==> src/hw/rtl/lcgrv_pkg.sv <==
package lcgrv_pkg;

	// Number of draws summed for a normal deviate.
	localparam int NORMAL_TERMS = 12;

	localparam logic [31:0] LCG_SEED = 32'd237465;
	localparam logic [31:0] LCG_MUL  = 32'd1103515245;
	localparam logic [31:0] LCG_ADD  = 32'd12345;

	localparam logic [2:0] FUNC_RAW    = 3'd0;
	localparam logic [2:0] FUNC_INT    = 3'd1;
	localparam logic [2:0] FUNC_FIXED  = 3'd2;
	localparam logic [2:0] FUNC_NORMAL = 3'd3;
	localparam logic [2:0] FUNC_RESEED = 3'd4;

	// Draw counter, and the sum of draws with the mean of all terms taken off.
	localparam int CNT_W = (NORMAL_TERMS > 1) ? $clog2(NORMAL_TERMS) : 1;
	localparam int SUM_W = $clog2(NORMAL_TERMS) + 32;
	// Multiplicand holds either the range width (34 bits) or the centred sum.
	localparam int X_W   = (SUM_W > 34) ? SUM_W : 34;
	localparam int P_W   = X_W + 17;
	localparam int ACC_W = X_W + 33;

	typedef enum logic [1:0] {
		RES_ZERO   = 2'd0,
		RES_RAW    = 2'd1,
		RES_SCALED = 2'd2
	} res_sel_t;

	typedef struct packed {
		logic     load;
		logic     add_one;
		logic     reseed;
		logic     advance;
		logic     add_draw;
		logic     mul;
		logic     mul_hi;
		logic     acc_lo;
		logic     acc_hi;
		logic     sel_sum;
		logic     emit;
		res_sel_t res_sel;
	} cmd_t;

endpackage

==> src/hw/rtl/lcgrv_datapath.sv <==
module lcgrv_datapath (
	input  logic               clk,
	input  logic               arst_n,
	input  lcgrv_pkg::cmd_t    cmd,
	input  logic signed [31:0] arg_a,
	input  logic signed [31:0] arg_b,
	output logic signed [31:0] value,
	output logic               saturated
);
	import lcgrv_pkg::*;

	localparam int Q_W = ACC_W - 31;
	localparam int R_W = Q_W + 1;
	localparam logic signed [R_W-1:0] VMAX = R_W'(32'sh7fffffff);
	localparam logic signed [R_W-1:0] VMIN = R_W'(32'sh80000000);
	localparam logic signed [SUM_W-1:0] SUM_INIT =
		SUM_W'(-(64'sd1073741824 * NORMAL_TERMS));

	logic [31:0]              lcg_q;
	logic [31:0]              lcg_next;
	logic signed [31:0]       b_q;
	logic signed [33:0]       d_q;
	logic signed [SUM_W-1:0]  sum_q;
	logic signed [P_W-1:0]    prod_q;
	logic signed [ACC_W-1:0]  acc_q;
	logic signed [31:0]       value_q;
	logic                     sat_q;

	logic signed [X_W-1:0]    x_sel;
	logic signed [31:0]       y_sel;
	logic signed [16:0]       y_part;
	logic signed [Q_W-1:0]    q;
	logic                     frac_nz;
	logic signed [R_W-1:0]    r;
	logic                     r_hi;
	logic                     r_lo;
	logic signed [31:0]       res_value;
	logic                     res_sat;

	assign lcg_next = lcg_q * LCG_MUL + LCG_ADD;

	always_ff @(posedge clk or negedge arst_n) begin
		if (!arst_n) begin
			lcg_q <= LCG_SEED;
		end else if (cmd.reseed) begin
			lcg_q <= arg_a;
		end else if (cmd.advance) begin
			lcg_q <= lcg_next;
		end
	end

	// The multiplier word is taken in two 16-bit halves, low half unsigned.
	assign x_sel  = cmd.sel_sum ? X_W'(sum_q) : X_W'(d_q);
	assign y_sel  = cmd.sel_sum ? b_q : {1'b0, lcg_q[30:0]};
	assign y_part = cmd.mul_hi ? {y_sel[31], y_sel[31:16]} : {1'b0, y_sel[15:0]};

	always_ff @(posedge clk) begin
		if (cmd.load) begin
			b_q   <= arg_b;
			d_q   <= 34'(arg_b) - 34'(arg_a) + (cmd.add_one ? 34'sd1 : 34'sd0);
			acc_q <= ACC_W'(arg_a) <<< 31;
			sum_q <= SUM_INIT;
		end else begin
			if (cmd.add_draw) begin
				sum_q <= sum_q + SUM_W'({1'b0, lcg_q[30:0]});
			end
			if (cmd.mul) begin
				prod_q <= x_sel * y_part;
			end
			if (cmd.acc_lo) begin
				acc_q <= acc_q + ACC_W'(prod_q);
			end else if (cmd.acc_hi) begin
				acc_q <= acc_q + (ACC_W'(prod_q) <<< 16);
			end
		end
		if (cmd.emit) begin
			value_q <= res_value;
			sat_q   <= res_sat;
		end
	end

	// The accumulator holds the exact result scaled by 2^31; a negative value
	// with a non-zero fraction is rounded up to truncate toward zero.
	assign q       = acc_q[ACC_W-1:31];
	assign frac_nz = |acc_q[30:0];
	assign r       = R_W'(q) + ((acc_q[ACC_W-1] && frac_nz) ? R_W'(1) : R_W'(0));
	assign r_hi    = r > VMAX;
	assign r_lo    = r < VMIN;

	always_comb begin
		res_value = '0;
		res_sat   = 1'b0;
		unique case (cmd.res_sel)
			RES_RAW: begin
				res_value = {1'b0, lcg_q[30:0]};
			end
			RES_SCALED: begin
				res_sat = r_hi || r_lo;
				if (r_hi) begin
					res_value = 32'sh7fffffff;
				end else if (r_lo) begin
					res_value = 32'sh80000000;
				end else begin
					res_value = r[31:0];
				end
			end
			default: begin
				res_value = '0;
			end
		endcase
	end

	assign value     = value_q;
	assign saturated = sat_q;

endmodule

==> src/hw/rtl/lcgrv_ctrl.sv <==
module lcgrv_ctrl (
	input  logic            clk,
	input  logic            arst_n,
	input  logic            in_valid,
	input  logic [2:0]      func,
	input  logic            out_stall,
	output logic            in_stall,
	output logic            out_valid,
	output lcgrv_pkg::cmd_t cmd
);
	import lcgrv_pkg::*;

	typedef enum logic [6:0] {
		S_IDLE    = 7'b0000001,
		S_DRAW    = 7'b0000010,
		S_SUMLAST = 7'b0000100,
		S_MULLO   = 7'b0001000,
		S_MULHI   = 7'b0010000,
		S_ACCHI   = 7'b0100000,
		S_FIN     = 7'b1000000
	} state_t;

	state_t           state_q;
	state_t           state_d;
	logic [2:0]       op_q;
	logic [CNT_W-1:0] cnt_q;
	logic             out_valid_q;
	logic             accept;
	logic             emit;

	assign accept = (state_q == S_IDLE) && in_valid;
	assign emit   = (state_q == S_FIN) && (!out_valid_q || !out_stall);

	always_comb begin
		state_d = state_q;
		unique case (state_q)
			S_IDLE: begin
				if (in_valid) begin
					if (func == FUNC_RAW || func == FUNC_INT || func == FUNC_FIXED
					    || func == FUNC_NORMAL) begin
						state_d = S_DRAW;
					end else begin
						state_d = S_FIN;
					end
				end
			end
			S_DRAW: begin
				if (cnt_q == '0) begin
					if (op_q == FUNC_NORMAL) begin
						state_d = S_SUMLAST;
					end else if (op_q == FUNC_RAW) begin
						state_d = S_FIN;
					end else begin
						state_d = S_MULLO;
					end
				end
			end
			S_SUMLAST: state_d = S_MULLO;
			S_MULLO:   state_d = S_MULHI;
			S_MULHI:   state_d = S_ACCHI;
			S_ACCHI:   state_d = S_FIN;
			S_FIN: begin
				if (emit) begin
					state_d = S_IDLE;
				end
			end
		endcase
	end

	always_ff @(posedge clk or negedge arst_n) begin
		if (!arst_n) begin
			state_q     <= S_IDLE;
			op_q        <= FUNC_RAW;
			cnt_q       <= '0;
			out_valid_q <= 1'b0;
		end else begin
			state_q <= state_d;
			if (accept) begin
				op_q  <= func;
				cnt_q <= (func == FUNC_NORMAL) ? CNT_W'(NORMAL_TERMS - 1) : '0;
			end else if (state_q == S_DRAW && cnt_q != '0) begin
				cnt_q <= cnt_q - 1'b1;
			end
			if (emit) begin
				out_valid_q <= 1'b1;
			end else if (!out_stall) begin
				out_valid_q <= 1'b0;
			end
		end
	end

	always_comb begin
		cmd.load     = accept;
		cmd.add_one  = (func == FUNC_INT);
		cmd.reseed   = accept && (func == FUNC_RESEED);
		cmd.advance  = (state_q == S_DRAW);
		// The draw made in one cycle is summed in the next one.
		cmd.add_draw = (op_q == FUNC_NORMAL)
		               && (((state_q == S_DRAW) && (cnt_q != CNT_W'(NORMAL_TERMS - 1)))
		                   || (state_q == S_SUMLAST));
		cmd.mul      = (state_q == S_MULLO) || (state_q == S_MULHI);
		cmd.mul_hi   = (state_q == S_MULHI);
		cmd.acc_lo   = (state_q == S_MULHI);
		cmd.acc_hi   = (state_q == S_ACCHI);
		cmd.sel_sum  = (op_q == FUNC_NORMAL);
		cmd.emit     = emit;
		if (op_q == FUNC_RAW) begin
			cmd.res_sel = RES_RAW;
		end else if (op_q == FUNC_INT || op_q == FUNC_FIXED || op_q == FUNC_NORMAL) begin
			cmd.res_sel = RES_SCALED;
		end else begin
			cmd.res_sel = RES_ZERO;
		end
	end

	assign in_stall  = (state_q != S_IDLE);
	assign out_valid = out_valid_q;

endmodule

==> src/hw/rtl/lcg_random_variate_generator_top.sv <==
// Random variate generator on a 32-bit linear congruential sequence.
// Input channel: in_valid / in_stall carry one request beat (func, arg_a,
// arg_b); output channel: out_valid / out_stall carry one result beat
// (value, saturated) per request, in request order.
// One request is worked on at a time: the block takes the next beat only
// once the result of the last one is in the output register. A request is
// a raw draw, an integer or fixed-point range, a normal deviate, a reseed or
// an unused code. The result is offered in the same cycle as the block is
// ready again. The generator's multiplier makes one draw a cycle, and the
// shared 17-bit-slice multiplier scales a draw or the centred sum in two
// halves.
// Reset loads the seed 237465 and empties the output register.
// The output register holds a result while out_stall is high; the block
// meanwhile accepts and works on the next request and waits with its result
// until the register is free.
module lcg_random_variate_generator_top (
	input  logic               clk,
	input  logic               arst_n,
	input  logic               in_valid,
	output logic               in_stall,
	input  logic [2:0]         func,
	input  logic signed [31:0] arg_a,
	input  logic signed [31:0] arg_b,
	output logic               out_valid,
	input  logic               out_stall,
	output logic signed [31:0] value,
	output logic               saturated
);
	import lcgrv_pkg::*;

	cmd_t cmd;

	lcgrv_ctrl u_ctrl (
		.clk       (clk),
		.arst_n    (arst_n),
		.in_valid  (in_valid),
		.func      (func),
		.out_stall (out_stall),
		.in_stall  (in_stall),
		.out_valid (out_valid),
		.cmd       (cmd)
	);

	lcgrv_datapath u_datapath (
		.clk       (clk),
		.arst_n    (arst_n),
		.cmd       (cmd),
		.arg_a     (arg_a),
		.arg_b     (arg_b),
		.value     (value),
		.saturated (saturated)
	);

endmodule

==> config.mk <==
export PLATFORM = sky130hd
export DESIGN_NAME = lcg_random_variate_generator_top
export DESIGN_NICKNAME = d
export VERILOG_FILES = /design/src/hw/rtl/lcgrv_pkg.sv /design/src/hw/rtl/lcgrv_datapath.sv /design/src/hw/rtl/lcgrv_ctrl.sv /design/src/hw/rtl/lcg_random_variate_generator_top.sv
export SDC_FILE = /design/constraint.sdc
export NUM_CORES = 2
export LEC_CHECK = 0
export BUFFER_PORTS_ARGS = -buffer_cell sky130_fd_sc_hd__buf_2
export CORE_MARGIN = 2
export CORE_UTILIZATION = 24
export DETAILED_ROUTE_END_ITERATION = 10
export PLACE_DENSITY = 0.39
export SETUP_SLACK_MARGIN = 0.3
export SLEW_MARGIN = 20
export SYNTH_ARGS = -nofsm -noshare
export SYNTH_HDL_FRONTEND = slang
export SYNTH_SLANG_ARGS = --single-unit
==> constraint.sdc <==
create_clock -name clk -period 11.15 [get_ports clk]
set_clock_uncertainty 0.1 [all_clocks]
set_input_delay 0.5575 -clock clk [delete_from_list [all_inputs] [get_ports clk]]
set_output_delay 0.5575 -clock clk [all_outputs]
set_load 0.03 [all_outputs]
==> flow_summary.ini <==
[worst_setup_path]
cp.required_ps = 11420
r2r_end = u_datapath.prod_q[51]
end_kind = flop
cp_max_fo = 35
r2r_cells = 31
path_common_cell = fa_1
reg2reg_from = u_ctrl.state_q[5]
worstPathArrival_ps = 9980
worst-setup-path-type = reg2reg
critical_path.startpoint_type = flop
max_stage_delay_ps = 560
rrSetupSlack_ps = 1440
cpMaxStageDelayCell = nor4_1

[synth]
synth_area_per_cell_um2 = 8.854
yosys_warnings = 0
ys_seq_elements = 303
synth_ff_type = edfxtp_1
syn-num-nets = 7188
yosysUniqueCellTypes = 90
synthCells = 5846
ys_seq_area_frac = 0.1587
synthesis.area_mm2 = 0.05176
ys_async_sr_fraction = 0.1518
synth_edf_count = 190

[clock_tree]
clock_sinks = 303
hold_buffers = 14
post_cts_buffers = 0
htree_levels = 2
cts_buffer_depth = 3
clock_tree.root_cell = clkbuf_16
cts_resized = 0
path_clk_slew_ps = 60
cts_buffers = 45
clk_latency_ps = 660
cts_tree = built

[floorplan]
die_area_mm2 = 0.2194
start_util = 0.2414
core_mm2 = 0.2144
rows = 170
ios = 106
die_y_um = 468.4
fp.dieW_um = 468.4

[run_status]
status = complete, no violations

[timing]
maxSlewHeadroom = 0.2587
clock.fmax_ghz = 0.1030
rsz0062_at_grt = false
fin_crit_ps = 9713
post-route-period-util = 0.8712
setup_viol = 0
setup_tns_ps = 0
final-hold-violation-count = 0
tightest_slew_ps = 1105
slew_violations = 0

[global_routing]
antenna_found_initial = 20
grt_pass1_vias = 44210
grt_pass1_wl_mm = 306.5
grt_max_degree = 58
grt.total_usage = 0.1905
grt-ovfl-total = 0

[layout]
layout_commonest_cell = inv_1
layout_common_cells = inv_1, fa_1, nand2_1
layout.nets = 7260
fin_util = 0.2693
final_area_mm2 = 0.05774
syn2layout_area_growth_pct = 11.55
layout-drive-gt1-share = 0.05894

[placed_design]
port-buffer-count = 105
place_congestion = 0.9011
post-dp-hpwl_mm = 174.0
placed_area_mm2 = 0.05604

[detailed_routing]
drt_iter0_markers = 3080
wl_per_cell_um = 23.67
ant_nets = 0
wl_mm = 208.2
vias_per_cell = 4.782
via_count = 42060
drc = 0
drt_first_pass_iters = 6

[min_path]
min_from = arg_b[11]
hp-class = in2reg
worstHoldEndpoint = u_datapath.b_q[11]
hold_depth = 1

[run]
maxCapViolCount = 0
==> critical path, delay by kind of cell, from the launching register on <==
| family | cells | cell delay [ps] |
|---|---|---|
| xor+xnor | 1 | 80 |
| compound gates | 9 | 1910 |
| fa+ha+maj | 7 | 3360 |
| flops | 1 | 410 |
| buf+inv | 7 | 1380 |
| simple gates | 7 | 2170 |
==> state kept, by name, summed over array words and instances, names as in the netlist, named ones only <==
register	cells
u_datapath.acc_q	53
u_datapath.value	32
u_ctrl.state_q	7
u_datapath.saturated	1
u_ctrl.op_q	3
u_datapath.prod_q	53
u_ctrl.cnt_q	4
u_ctrl.out_valid	1
u_datapath.lcg_q	31
u_datapath.d_q	34
u_datapath.b_q	32
u_datapath.sum_q	36
==> routing by layer <==
metal,wire (um),global-route usage,up-vias
met4,6553,0.05150,16
met3,10340,0.02430,254
li1,-,-,19280
met5,89,0,-
met1,94920,0.2605,21490
met2,96310,0.3152,1017
==> worst max-delay path by stage <==
| stage | startpoint | end | slack, ps | cells after the start |
|---|---|---|---|---|
| after floorplan | u_ctrl.state_q[5] | u_datapath.prod_q[51] | 2810 | 31 |
| after global placement | u_ctrl.state_q[5] | u_datapath.prod_q[51] | 1230 | 28 |
| after detailed placement | u_ctrl.state_q[5] | u_datapath.prod_q[51] | 1440 | 31 |
| after CTS | u_ctrl.state_q[5] | u_datapath.prod_q[51] | 1400 | 31 |
| after global routing | u_ctrl.state_q[5] | u_datapath.prod_q[51] | 860 | 31 |
| final | u_ctrl.state_q[5] | u_datapath.prod_q[51] | 1440 | 31 |
==> stage by stage <==
step,instances,worst slack [ps],hold WS [ps]
2_1_floorplan,5846,2807,161.9
3_3_place_gp,8692,1228,370.1
3_5_place_dp,8695,1436,377.4
4_1_cts,8793,1398,9.786
5_1_grt,8793,858.8,19.22
6_report,8796,1437,45.21
==> layout make-up <==
| class | count | area (um2) |
|---|---|---|
| inverters | 1028 | 3865 |
| multi-input cells | 4339 | 39200 |
| flip-flops and latches | 303 | 8214 |
| repair buffers | 201 | 1341 |
| fillers | 23250 | 156700 |
| clock inverters | 29 | 384.1 |
| well taps | 2838 | 3551 |
| diodes | 3 | 7.507 |
| clock buffers | 55 | 1174 |
==> cell usage after synthesis (13+ instances only) <==
cell / number / area, um2
a211oi_1: 49 / 367.9
nand4_1: 42 / 262.8
mux2i_1: 36 / 360.4
or2_2: 21 / 131.4
nor3_1: 57 / 285.3
o31a_1: 13 / 113.9
o22ai_1: 14 / 87.58
dfrtp_1: 33 / 825.8
nand3_1: 78 / 390.4
dfxtp_1: 67 / 1341
xor2_1: 114 / 998.5
inv_1: 1026 / 3851
a31oi_1: 40 / 250.2
nor2_1: 449 / 1685
fa_1: 768 / 15370
and3_1: 37 / 231.5
ha_1: 503 / 6294
a21oi_1: 341 / 1707
o211ai_1: 60 / 450.4
a22oi_1: 29 / 217.7
dfstp_2: 13 / 341.6
xnor2_1: 203 / 1778
and4_1: 13 / 113.9
o21ai_0: 185 / 925.9
nand2b_1: 41 / 256.5
o21bai_1: 35 / 262.8
o21a_1: 44 / 330.3
o31ai_1: 17 / 127.6
nand2_1: 741 / 2781
or3_1: 14 / 87.58
a21o_1: 128 / 960.9
edfxtp_1: 190 / 5705
nor2b_1: 36 / 225.2
and2_1: 49 / 306.5
nor4_1: 15 / 93.84
buf_1: 15 / 56.30
clkbuf_1: 156 / 585.6
==> logic make-up (layout without fill, tap and decap cells) <==
family,count (synthesis),after routing,synth area share
other,0,3,0
buffers and inverters,1204,1313,0.08743
XOR/XNOR,317,317,0.05364
adder cells (fa/ha/maj),1271,1271,0.4186
AO/OA/AOI/OAI,1089,1089,0.1369
flip-flops,303,303,0.1587
multiplexers,36,36,0.006962
AND/OR/NAND/NOR,1626,1626,0.1378
Power is not shown: default switching activity piles up to over one toggle a cycle in this logic, so the estimate is an artifact.
